--- config.mk ---
export PLATFORM = sky130hd
export DESIGN_NAME = encoder_synced_motion_sequencer
export DESIGN_NICKNAME = d
export VERILOG_FILES = /design/src/rtl/esms_pkg.sv /design/src/rtl/encoder_synced_motion_sequencer.sv
export SDC_FILE = /design/constraint.sdc
export NUM_CORES = 1
export LEC_CHECK = 0
export ABC_AREA = 1
export BUFFER_PORTS_ARGS = -buffer_cell sky130_fd_sc_hd__buf_2
export CORE_MARGIN = 2
export CORE_UTILIZATION = 55
export CTS_CLUSTER_SIZE = 12
export DETAILED_ROUTE_END_ITERATION = 8
export GPL_ROUTABILITY_DRIVEN = 0
export PLACE_DENSITY_LB_ADDON = 0.12
export SYNTH_ARGS = -nofsm -noshare
export SYNTH_HDL_FRONTEND = slang
export SYNTH_SLANG_ARGS = --single-unit
--- constraint.sdc ---
create_clock -name clk -period 14 [get_ports clk]
set_input_delay 0 -clock clk [delete_from_list [all_inputs] [get_ports clk]]
set_output_delay 0 -clock clk [all_outputs]
set_load 0.005 [all_outputs]
--- src/rtl/esms_pkg.sv ---
// Types and constants of the encoder-synced motion sequencer
`timescale 1ns / 1ps
`default_nettype none

package esms_pkg;

  // Item operation codes
  typedef enum logic [1:0] {
    OP_START      = 2'd0,
    OP_TICK_LEFT  = 2'd1,
    OP_TICK_RIGHT = 2'd2,
    OP_MS         = 2'd3
  } op_t;

  // Move status / wall classification codes
  typedef logic [2:0] wall_code_t;
  localparam wall_code_t WALL_UNCHECKED  = 3'd0;
  localparam wall_code_t WALL_CLEAR      = 3'd1;
  localparam wall_code_t WALL_RIGHT_NEAR = 3'd2;
  localparam wall_code_t WALL_LEFT_NEAR  = 3'd3;
  localparam wall_code_t WALL_RIGHT_FAR  = 3'd4;
  localparam wall_code_t WALL_LEFT_FAR   = 3'd5;
  localparam wall_code_t WALL_TIMEOUT    = 3'd6;

  // Configuration register indexes
  typedef logic [2:0] cfg_idx_t;
  localparam cfg_idx_t CFG_HALTED        = 3'd0;
  localparam cfg_idx_t CFG_FRONT_STOP    = 3'd1;
  localparam cfg_idx_t CFG_WALL_PRESENT  = 3'd2;
  localparam cfg_idx_t CFG_WALL_FAR      = 3'd3;
  localparam cfg_idx_t CFG_WALL_NEAR     = 3'd4;
  localparam cfg_idx_t CFG_TIMEOUT_MS    = 3'd5;

  localparam int CFG_DATA_BITS = 16;
  localparam int LEVEL_BITS    = 10;
  localparam int DRIVE_BITS    = 8;
  localparam int TARGET_BITS   = 16;
  localparam int MS_BITS       = 16;
  localparam int RAMP_BITS     = 11;

  // Configuration reset values
  localparam logic [LEVEL_BITS-1:0] FRONT_STOP_RST   = 10'd300;
  localparam logic [LEVEL_BITS-1:0] WALL_PRESENT_RST = 10'd140;
  localparam logic [LEVEL_BITS-1:0] WALL_FAR_RST     = 10'd150;
  localparam logic [LEVEL_BITS-1:0] WALL_NEAR_RST    = 10'd320;
  localparam logic [MS_BITS-1:0]    TIMEOUT_RST      = 16'd5000;

  // Saturation limits
  localparam logic [RAMP_BITS-1:0] RAMP_MAX = 11'd2047;
  localparam logic [MS_BITS-1:0]   MS_MAX   = 16'hFFFF;

endpackage

`default_nettype wire

--- src/rtl/encoder_synced_motion_sequencer.sv ---
// Top level of the encoder-synced two-wheel move sequencer
`timescale 1ns / 1ps
`default_nettype none

// Runs one straight two-wheel move driven by start, encoder-tick and
// millisecond items. Every accepted item yields exactly one result, which
// shows the drive levels and status after that item. The block takes one
// item per clock cycle when not held by back-pressure; the input register
// takes an accepted item, then the state update loads its result into the
// result register when the update stage advances. The result register and
// the input register both hold under back-pressure, so up to two items can
// be in flight. Configuration writes take effect at the clock edge of the
// write and should only be issued while no item is in flight.
module encoder_synced_motion_sequencer
  import esms_pkg::*;
#(
  parameter int COUNT_BITS  = 16,
  parameter int SENSOR_BITS = 10
) (
  input  wire                      clk,
  input  wire                      rst_n,
  // configuration
  input  wire                      cfg_we,
  input  wire [2:0]                cfg_index,
  input  wire [CFG_DATA_BITS-1:0]  cfg_data,
  // input channel
  input  wire                      in_valid,
  output logic                     in_ready,
  input  wire [1:0]                in_operation,
  input  wire [DRIVE_BITS-1:0]     in_start_drive,
  input  wire [DRIVE_BITS-1:0]     in_max_drive,
  input  wire [TARGET_BITS-1:0]    in_tick_target,
  input  wire                      in_use_sensors,
  input  wire                      in_force_decel,
  input  wire [SENSOR_BITS-1:0]    in_front_ir,
  input  wire [SENSOR_BITS-1:0]    in_left_ir,
  input  wire [SENSOR_BITS-1:0]    in_right_ir,
  // result channel
  output logic                     out_valid,
  input  wire                      out_ready,
  output logic [DRIVE_BITS-1:0]    out_drive_left,
  output logic [DRIVE_BITS-1:0]    out_drive_right,
  output logic                     out_moving,
  output logic                     out_finished,
  output logic [2:0]               out_wall_code,
  output logic [LEVEL_BITS-1:0]    out_last_ramp
);

  // Width used when counts, their sum and the target are compared
  localparam int CMP_BITS = (COUNT_BITS + 1 > TARGET_BITS + 1) ? COUNT_BITS + 1
                                                              : TARGET_BITS + 1;

  // ---------------- configuration registers ----------------
  logic                  halted_r;
  logic [LEVEL_BITS-1:0] front_stop_r;
  logic [LEVEL_BITS-1:0] wall_present_r;
  logic [LEVEL_BITS-1:0] wall_far_r;
  logic [LEVEL_BITS-1:0] wall_near_r;
  logic [MS_BITS-1:0]    timeout_r;

  always_ff @(posedge clk) begin
    if (!rst_n) begin
      halted_r       <= 1'b0;
      front_stop_r   <= FRONT_STOP_RST;
      wall_present_r <= WALL_PRESENT_RST;
      wall_far_r     <= WALL_FAR_RST;
      wall_near_r    <= WALL_NEAR_RST;
      timeout_r      <= TIMEOUT_RST;
    end else if (cfg_we) begin
      case (cfg_idx_t'(cfg_index))
        CFG_HALTED:       halted_r       <= cfg_data[0];
        CFG_FRONT_STOP:   front_stop_r   <= cfg_data[LEVEL_BITS-1:0];
        CFG_WALL_PRESENT: wall_present_r <= cfg_data[LEVEL_BITS-1:0];
        CFG_WALL_FAR:     wall_far_r     <= cfg_data[LEVEL_BITS-1:0];
        CFG_WALL_NEAR:    wall_near_r    <= cfg_data[LEVEL_BITS-1:0];
        CFG_TIMEOUT_MS:   timeout_r      <= cfg_data[MS_BITS-1:0];
        default: ;
      endcase
    end
  end

  // Thresholds seen at the sensor width
  logic [SENSOR_BITS-1:0] front_thr;
  logic [SENSOR_BITS-1:0] present_thr;
  logic [SENSOR_BITS-1:0] far_thr;
  logic [SENSOR_BITS-1:0] near_thr;

  assign front_thr   = SENSOR_BITS'(front_stop_r);
  assign present_thr = SENSOR_BITS'(wall_present_r);
  assign far_thr     = SENSOR_BITS'(wall_far_r);
  assign near_thr    = SENSOR_BITS'(wall_near_r);

  // ---------------- input register ----------------
  logic                   s1_valid_r;
  op_t                    s1_op_r;
  logic [DRIVE_BITS-1:0]  s1_start_r;
  logic [DRIVE_BITS-1:0]  s1_max_r;
  logic [TARGET_BITS-1:0] s1_target_r;
  logic                   s1_sensors_r;
  logic                   s1_force_r;
  logic [SENSOR_BITS-1:0] s1_front_r;
  logic [SENSOR_BITS-1:0] s1_left_r;
  logic [SENSOR_BITS-1:0] s1_right_r;

  logic advance;
  logic in_xfer;

  // The update stage moves when the result register is free or being emptied
  assign advance  = !out_valid || out_ready;
  assign in_ready = !s1_valid_r || advance;
  assign in_xfer  = in_valid && in_ready;

  always_ff @(posedge clk) begin
    if (!rst_n) begin
      s1_valid_r <= 1'b0;
    end else if (in_ready) begin
      s1_valid_r <= in_valid;
    end
  end

  always_ff @(posedge clk) begin
    if (in_xfer) begin
      s1_op_r      <= op_t'(in_operation);
      s1_start_r   <= in_start_drive;
      s1_max_r     <= in_max_drive;
      s1_target_r  <= in_tick_target;
      s1_sensors_r <= in_use_sensors;
      s1_force_r   <= in_force_decel;
      s1_front_r   <= in_front_ir;
      s1_left_r    <= in_left_ir;
      s1_right_r   <= in_right_ir;
    end
  end

  // ---------------- move state ----------------
  logic [COUNT_BITS-1:0]  left_cnt_r,  left_cnt_nxt;
  logic [COUNT_BITS-1:0]  right_cnt_r, right_cnt_nxt;
  logic [RAMP_BITS-1:0]   ramp_r,      ramp_nxt;
  logic [MS_BITS-1:0]     elapsed_r,   elapsed_nxt;
  logic                   active_r,    active_nxt;
  wall_code_t             code_r,      code_nxt;
  logic [LEVEL_BITS-1:0]  rec_ramp_r,  rec_ramp_nxt;
  logic [DRIVE_BITS-1:0]  mp_start_r,  mp_start_nxt;
  logic [DRIVE_BITS-1:0]  mp_max_r,    mp_max_nxt;
  logic [TARGET_BITS-1:0] mp_target_r, mp_target_nxt;
  logic                   mp_sensors_r, mp_sensors_nxt;
  logic                   mp_force_r,  mp_force_nxt;
  logic                   fin;

  // Wall classification of the side readings
  function automatic wall_code_t classify(
    input logic [SENSOR_BITS-1:0] l,
    input logic [SENSOR_BITS-1:0] r,
    input logic [SENSOR_BITS-1:0] near,
    input logic [SENSOR_BITS-1:0] pres,
    input logic [SENSOR_BITS-1:0] far
  );
    wall_code_t c;
    if (r > near) begin
      c = WALL_RIGHT_NEAR;
    end else if (l > near) begin
      c = WALL_LEFT_NEAR;
    end else if (r > pres && r < far) begin
      c = WALL_RIGHT_FAR;
    end else if (l > pres && l < far) begin
      c = WALL_LEFT_FAR;
    end else begin
      c = WALL_CLEAR;
    end
    return c;
  endfunction

  // Current counts against the loaded target
  logic [CMP_BITS-1:0] target_ext;
  logic [CMP_BITS-1:0] count_sum;
  logic                cur_reached;
  logic                tick_reached;
  logic                front_block;

  assign target_ext  = CMP_BITS'(mp_target_r);
  assign count_sum   = CMP_BITS'(left_cnt_r) + CMP_BITS'(right_cnt_r);
  assign cur_reached = (CMP_BITS'(left_cnt_r) >= target_ext) &&
                       (CMP_BITS'(right_cnt_r) >= target_ext);
  assign tick_reached = (CMP_BITS'(left_cnt_nxt) >= target_ext) &&
                        (CMP_BITS'(right_cnt_nxt) >= target_ext);
  assign front_block = mp_sensors_r && (s1_front_r > front_thr);

  // Next-state logic for one item
  always_comb begin
    left_cnt_nxt   = left_cnt_r;
    right_cnt_nxt  = right_cnt_r;
    ramp_nxt       = ramp_r;
    elapsed_nxt    = elapsed_r;
    active_nxt     = active_r;
    code_nxt       = code_r;
    rec_ramp_nxt   = rec_ramp_r;
    mp_start_nxt   = mp_start_r;
    mp_max_nxt     = mp_max_r;
    mp_target_nxt  = mp_target_r;
    mp_sensors_nxt = mp_sensors_r;
    mp_force_nxt   = mp_force_r;
    fin            = 1'b0;

    case (s1_op_r)
      OP_START: begin
        if (halted_r) begin
          active_nxt = 1'b0;
          code_nxt   = WALL_UNCHECKED;
          fin        = 1'b1;
        end else begin
          mp_start_nxt   = s1_start_r;
          mp_max_nxt     = s1_max_r;
          mp_target_nxt  = s1_target_r;
          mp_sensors_nxt = s1_sensors_r;
          mp_force_nxt   = s1_force_r;
          left_cnt_nxt   = '0;
          right_cnt_nxt  = '0;
          ramp_nxt       = RAMP_BITS'({s1_start_r, 1'b0});
          elapsed_nxt    = '0;
          code_nxt       = WALL_UNCHECKED;
          active_nxt     = 1'b1;
          // zero target: done as soon as it starts
          if (s1_target_r == '0) begin
            active_nxt   = 1'b0;
            rec_ramp_nxt = LEVEL_BITS'(s1_start_r);
            fin          = 1'b1;
          end
        end
      end
      OP_TICK_LEFT, OP_TICK_RIGHT: begin
        if (s1_op_r == OP_TICK_LEFT) begin
          if (left_cnt_r != '1) left_cnt_nxt = left_cnt_r + 1'b1;
        end else begin
          if (right_cnt_r != '1) right_cnt_nxt = right_cnt_r + 1'b1;
        end
        if (active_r && tick_reached) begin
          active_nxt   = 1'b0;
          rec_ramp_nxt = ramp_r[RAMP_BITS-1:1];
          fin          = 1'b1;
        end
      end
      OP_MS: begin
        if (active_r) begin
          if (elapsed_r != MS_MAX) elapsed_nxt = elapsed_r + 1'b1;
          if (cur_reached || front_block) begin
            active_nxt   = 1'b0;
            rec_ramp_nxt = ramp_r[RAMP_BITS-1:1];
            fin          = 1'b1;
          end else if (elapsed_nxt > timeout_r) begin
            active_nxt = 1'b0;
            code_nxt   = WALL_TIMEOUT;
            fin        = 1'b1;
          end else if (count_sum < target_ext ||
                       (code_r == WALL_CLEAR && !mp_force_r)) begin
            if (ramp_r != RAMP_MAX) ramp_nxt = ramp_r + 1'b1;
          end else if (code_r == WALL_UNCHECKED) begin
            code_nxt = classify(s1_left_r, s1_right_r, near_thr, present_thr, far_thr);
          end else begin
            ramp_nxt = RAMP_BITS'({mp_start_r, 1'b0});
          end
        end
      end
      default: ;
    endcase
  end

  // State registers, updated when an item leaves the input register
  logic update;
  assign update = s1_valid_r && advance;

  always_ff @(posedge clk) begin
    if (!rst_n) begin
      left_cnt_r  <= '0;
      right_cnt_r <= '0;
      ramp_r      <= '0;
      elapsed_r   <= '0;
      active_r    <= 1'b0;
      code_r      <= WALL_UNCHECKED;
      rec_ramp_r  <= '0;
    end else if (update) begin
      left_cnt_r  <= left_cnt_nxt;
      right_cnt_r <= right_cnt_nxt;
      ramp_r      <= ramp_nxt;
      elapsed_r   <= elapsed_nxt;
      active_r    <= active_nxt;
      code_r      <= code_nxt;
      rec_ramp_r  <= rec_ramp_nxt;
    end
  end

  // Move parameters are only read while a move is active
  always_ff @(posedge clk) begin
    if (update) begin
      mp_start_r   <= mp_start_nxt;
      mp_max_r     <= mp_max_nxt;
      mp_target_r  <= mp_target_nxt;
      mp_sensors_r <= mp_sensors_nxt;
      mp_force_r   <= mp_force_nxt;
    end
  end

  // ---------------- drive levels after the item ----------------
  logic [LEVEL_BITS-1:0] pwm_full;
  logic [DRIVE_BITS-1:0] pwm;
  logic [DRIVE_BITS-1:0] drive_l;
  logic [DRIVE_BITS-1:0] drive_r;

  assign pwm_full = ramp_nxt[RAMP_BITS-1:1];

  always_comb begin
    if (pwm_full > LEVEL_BITS'(mp_max_nxt)) begin
      pwm = mp_max_nxt;
    end else begin
      pwm = pwm_full[DRIVE_BITS-1:0];
    end
    drive_l = '0;
    drive_r = '0;
    // the wheel that is ahead is switched off
    if (active_nxt) begin
      drive_l = (left_cnt_nxt > right_cnt_nxt) ? '0 : pwm;
      drive_r = (left_cnt_nxt < right_cnt_nxt) ? '0 : pwm;
    end
  end

  // ---------------- result register ----------------
  logic                  out_valid_r;
  logic [DRIVE_BITS-1:0] out_drive_left_r;
  logic [DRIVE_BITS-1:0] out_drive_right_r;
  logic                  out_moving_r;
  logic                  out_finished_r;
  wall_code_t            out_wall_code_r;
  logic [LEVEL_BITS-1:0] out_last_ramp_r;

  always_ff @(posedge clk) begin
    if (!rst_n) begin
      out_valid_r <= 1'b0;
    end else if (advance) begin
      out_valid_r <= s1_valid_r;
    end
  end

  always_ff @(posedge clk) begin
    if (update) begin
      out_drive_left_r  <= drive_l;
      out_drive_right_r <= drive_r;
      out_moving_r      <= active_nxt;
      out_finished_r    <= fin;
      out_wall_code_r   <= code_nxt;
      out_last_ramp_r   <= rec_ramp_nxt;
    end
  end

  assign out_valid       = out_valid_r;
  assign out_drive_left  = out_drive_left_r;
  assign out_drive_right = out_drive_right_r;
  assign out_moving      = out_moving_r;
  assign out_finished    = out_finished_r;
  assign out_wall_code   = out_wall_code_r;
  assign out_last_ramp   = out_last_ramp_r;

endmodule

`default_nettype wire

==> flow_metrics.py <==
metrics = {
    "setup_path": {
        "endpoint_kind": "flip-flop",
        "cp-endpoint": "out_drive_left[0]",
        "worst_path_largest_cell_delay_ns": 0.39,
        "timing.critical_path.buf_inv": 4,
        "crit_path_top_delay_cell": "sky130_fd_sc_hd__dfxtp_1",
        "crit_required_ns": 14.31,
        "ff_to_ff_end": "out_drive_left[0]",
        "critical_path.startpoint_type": "flip-flop",
        "timing.reg2reg.setup_slack_ns": 8.06,
        "cp_data_arrival_time_ns": 6.25,
        "regToRegStartpoint": "elapsed_r[0]",
        "startpoint": "elapsed_r[0]",
        "critPathTopFamily": "simple AND/OR/NAND/NOR gates",
        "kind_of_critical_path": "reg2reg",
        "critical_path.most_common_cell": "sky130_fd_sc_hd__nand2_1",
        "critPathMaxFanout": 12,
        "rr_worst_depth": 38,
        "critical_path_depth": 38,
    },
    "detailed_routing": {
        "viasPerCell": 5.587,
        "drt-total-wl_um": 46490,
        "first_iter_violations": 1211,
        "detail-route-antenna-nets": 0,
        "drt-wirelength-per-cell_um": 16.96,
        "remaining_drc_errors": 0,
        "drt_pass1_iterations": 6,
        "route.vias.total": 15315,
    },
    "logic_synthesis": {
        "compound_gate_portion_of_the_synthesized_area": 0.1828,
        "adder_and_majority_gate_portion_of_the_synthesized_area": 0.1566,
        "synthCells": 2115,
        "yosys_most_used_dff": "sky130_fd_sc_hd__dfxtp_1",
        "ys_seq_elements": 263,
        "yosysTopAreaCellShare": 0.2327,
        "syn_avg_cell_area_um2": 7.993,
        "synth_xor_area_frac": 0.01502,
        "synthesis.area_um2": 16900,
        "number_of_enable_type_register_cells_in_the_synthesized_netlist": 131,
        "synthSimpleGateAreaFrac": 0.1723,
        "synth-async-reset-ratio": 0,
        "yosys_warnings": 0,
        "synth.net_count": 2416,
        "yosys-top-cells-area": "sky130_fd_sc_hd__edfxtp_1, sky130_fd_sc_hd__dfxtp_1, sky130_fd_sc_hd__ha_1",
        "synth.yosys.seq_area_share": 0.3890,
        "synthDominantAreaCellType": "sky130_fd_sc_hd__edfxtp_1",
        "synth_mux_area_frac": 0.001776,
        "synth_cell_types": 57,
        "main_combinational_cell_family_by_area_after_synthesis": "compound AO/OA/AOI/OAI gates",
    },
    "placement": {
        "io_buffers": 122,
        "post_place_setup_slack_ns": 8.160,
        "numPlacedInstances": 2586,
        "place_area_um2": 17870,
        "place_hpwl_um": 32780,
    },
    "sta": {
        "final_hold_viol_count": 0,
        "fmaxAchievable_mhz": 168.2,
        "portion_of_the_clock_cycle_consumed_by_the_worst_path_in_the_final_layout": 0.4246,
        "unrepaired_setup_endpoints_after_global_routing": "false",
        "tightestPinTransition_ns": 1.160,
        "finalSetupViolations": 0,
        "fin_worst_hold_slack_ns": 0.09149,
        "worst_clock_skew_ns": 0.02773,
        "max_slew_margin": 0.2239,
        "fin_max_slew_vios": 0,
        "worst_slack_ns": 8.055,
        "totalNegativeSetupSlack_ns": 0,
        "fin_crit_ns": 5.945,
    },
    "pwr": {
        "power.leakage_nw": 9.041,
        "ir_drop_v": 0.0001070,
        "intPower_mw": 1.449,
        "power.share.switching": 0.2873,
        "logic_gate_share_of_total_power": 0.178,
        "power.net_switching_mw": 0.5844,
        "clock_power_share": 0.389,
        "power_density_nw_per_um2": 102.4,
        "pwr-share-seq": 0.433,
    },
    "min_path": {
        "min_path_cells": 3,
        "hold_path_class": "in2reg",
    },
    "outcome": {
        "run_status": "completed",
    },
    "cts": {
        "max-clock-path-buffers": 3,
        "worst_setup_hold_path_clk_slew_ns": 0.06,
        "clock_tree_root": "sky130_fd_sc_hd__clkbuf_16",
        "cts_htree_levels": 1,
        "cts_tree": "yes",
        "post-cts-setup-buffer-count": 0,
        "tritoncts.num_buffers": 30,
        "clock_sink_count": 263,
        "insertion_delay_ns": 0.59,
        "ctsResizeCount": 0,
    },
    "final_layout": {
        "flow.area_growth_from_synthesis_pct": 17.45,
        "mostFrequentLayoutCell": "sky130_fd_sc_hd__nand2_1",
        "final_cells": 2741,
        "drive_above_1_share": 0.09510,
        "finish.instance_area_um2": 19860,
        "inserted_diodes": 0,
        "final_net_count": 2622,
        "layout_common_cells": "sky130_fd_sc_hd__nand2_1, sky130_fd_sc_hd__inv_1, sky130_fd_sc_hd__a21oi_1, sky130_fd_sc_hd__o21ai_0, sky130_fd_sc_hd__ha_1",
    },
    "job": {
        "drv_cap": 0,
    },
    "global_route": {
        "grt_first_pass_wirelength_um": 74420,
        "grt_use_total": 0.2911,
        "via_count_of_the_first_global_routing_pass": 14744,
        "antenna_found_initial": 0,
        "globalRouteOverflowTotal": 0,
        "maximum_number_of_pins_on_one_net_before_global_route_repair": 79,
    },
    "floorplanning": {
        "initial_core_util": 0.5556,
        "floorplan.die.width_um": 179.3,
        "die_h_um": 179.3,
        "rows": 64,
        "floorplan.die_area_um2": 32150,
        "core_um2": 30430,
        "ioPinCount": 123,
    },
}
[registers in the layout, summed over array words and instances (netlist names), 10 cells and up]
| name | flops |
|---|---|
| elapsed_r | 16 |
| far_thr | 10 |
| front_stop_r | 10 |
| left_cnt_r | 16 |
| mp_target_r | 16 |
| near_thr | 10 |
| out_last_ramp | 10 |
| present_thr | 10 |
| ramp_r | 11 |
| rec_ramp_r | 10 |
| right_cnt_r | 16 |
| s1_front_r | 10 |
| s1_left_r | 10 |
| s1_right_r | 10 |
| s1_target_r | 16 |
| timeout_r | 16 |
[power by group through the flow]
stage	clock, mW	combinational [mW]	sequential (mW)
6_report	0.791	0.361	0.881
5_1_grt	0.835	0.410	0.885
4_1_cts	0.804	0.356	0.881
3_5_place_dp	0	0.334	0.897
3_3_place_gp	0	0.322	0.896
2_1_floorplan	0	0.238	0.886
[logic make-up after synthesis]
| family | count (synthesis) |
|---|---|
| simple gates | 678 |
| compound gates | 566 |
| buf+inv | 365 |
| flops | 263 |
| fa+ha+maj | 211 |
| xor+xnor | 29 |
| mux | 3 |
[worst register-to-register path: cells and delay by family, from the launching register on]
kind | cells | cell delay [ns]
AO/OA/AOI/OAI | 6 | 0.93
XOR/XNOR | 1 | 0.15
adder cells (fa/ha/maj) | 3 | 0.76
buffers and inverters | 4 | 0.51
flip-flops | 1 | 0.39
AND/OR/NAND/NOR | 24 | 2.96
[cells in the mapped netlist (2+ instances only)]
cell type / number
sky130_fd_sc_hd__nand2_1: 366
sky130_fd_sc_hd__inv_1: 295
sky130_fd_sc_hd__a21oi_1: 236
sky130_fd_sc_hd__o21ai_0: 234
sky130_fd_sc_hd__ha_1: 210
sky130_fd_sc_hd__nor2_1: 141
sky130_fd_sc_hd__dfxtp_1: 132
sky130_fd_sc_hd__edfxtp_1: 131
sky130_fd_sc_hd__nand3_1: 70
sky130_fd_sc_hd__clkbuf_1: 50
sky130_fd_sc_hd__nor3_1: 34
sky130_fd_sc_hd__o211ai_1: 28
sky130_fd_sc_hd__nand4_1: 26
sky130_fd_sc_hd__xor2_1: 21
sky130_fd_sc_hd__o21bai_1: 11
sky130_fd_sc_hd__a221oi_1: 8
sky130_fd_sc_hd__nor4_1: 8
sky130_fd_sc_hd__o21a_1: 8
sky130_fd_sc_hd__xnor2_1: 8
sky130_fd_sc_hd__a211oi_1: 7
sky130_fd_sc_hd__nand2_2: 7
sky130_fd_sc_hd__o21ai_1: 7
sky130_fd_sc_hd__or2_2: 7
sky130_fd_sc_hd__buf_2: 6
sky130_fd_sc_hd__inv_2: 6
sky130_fd_sc_hd__a31oi_1: 5
sky130_fd_sc_hd__nand3b_1: 4
sky130_fd_sc_hd__nor2_2: 4
sky130_fd_sc_hd__o2111ai_1: 4
sky130_fd_sc_hd__mux2i_1: 3
sky130_fd_sc_hd__o22ai_1: 3
sky130_fd_sc_hd__a21boi_1: 2
sky130_fd_sc_hd__a21o_1: 2
sky130_fd_sc_hd__a22oi_1: 2
sky130_fd_sc_hd__and2_1: 2
sky130_fd_sc_hd__buf_1: 2
sky130_fd_sc_hd__buf_4: 2
sky130_fd_sc_hd__clkinv_1: 2
sky130_fd_sc_hd__nand3_2: 2
sky130_fd_sc_hd__nand4_2: 2
[what timing repair did]
item	4_1_cts	5_1_grt
hold endpoints to repair	125	0
hold buffers	99	0
endpoints found under the setup margin	0	0
[routing by layer]
layer	wire (µm)	GRT usage	vias to the layer above
li1	-	-	7630
met1	20110	0.3741	7092
met2	22040	0.4995	484
met3	2571	0.03732	109
met4	1767	0.1099	0
met5	0	0	-
[through the flow]
stage / util / total power, mW
6_report: 0.6525 / 2.034
5_1_grt: 0.6525 / 2.130
4_1_cts: 0.6525 / 2.041
3_5_place_dp: 0.5873 / 1.230
3_3_place_gp: 0.5873 / 1.219
2_1_floorplan: - / 1.124
[worst min-delay path by stage]
| stage | start | endpoint | slack [ns] |
|---|---|---|---|
| after detailed placement | in_tick_target[3] | s1_target_r[3] | 0.18 |
| after global routing | rst_n | present_thr[2] | 0.12 |
| after floorplan | in_force_decel | s1_force_r | 0.1 |
| after CTS | rst_n | front_stop_r[3] | 0.07 |
| final | rst_n | present_thr[2] | 0.09 |
| after global placement | in_left_ir[8] | s1_left_r[8] | 0.18 |
[final cells by class]
class	count	area, µm²
fill	2609	10570
multi-input combinational	1487	8940
sequential	263	6576
timing repair buffer	235	1707
inverter	304	1142
clock buffer	41	812.0
tap	396	495.5
clock inverter	15	182.7
No activity file was read; power rests on OpenSTA's default activity.
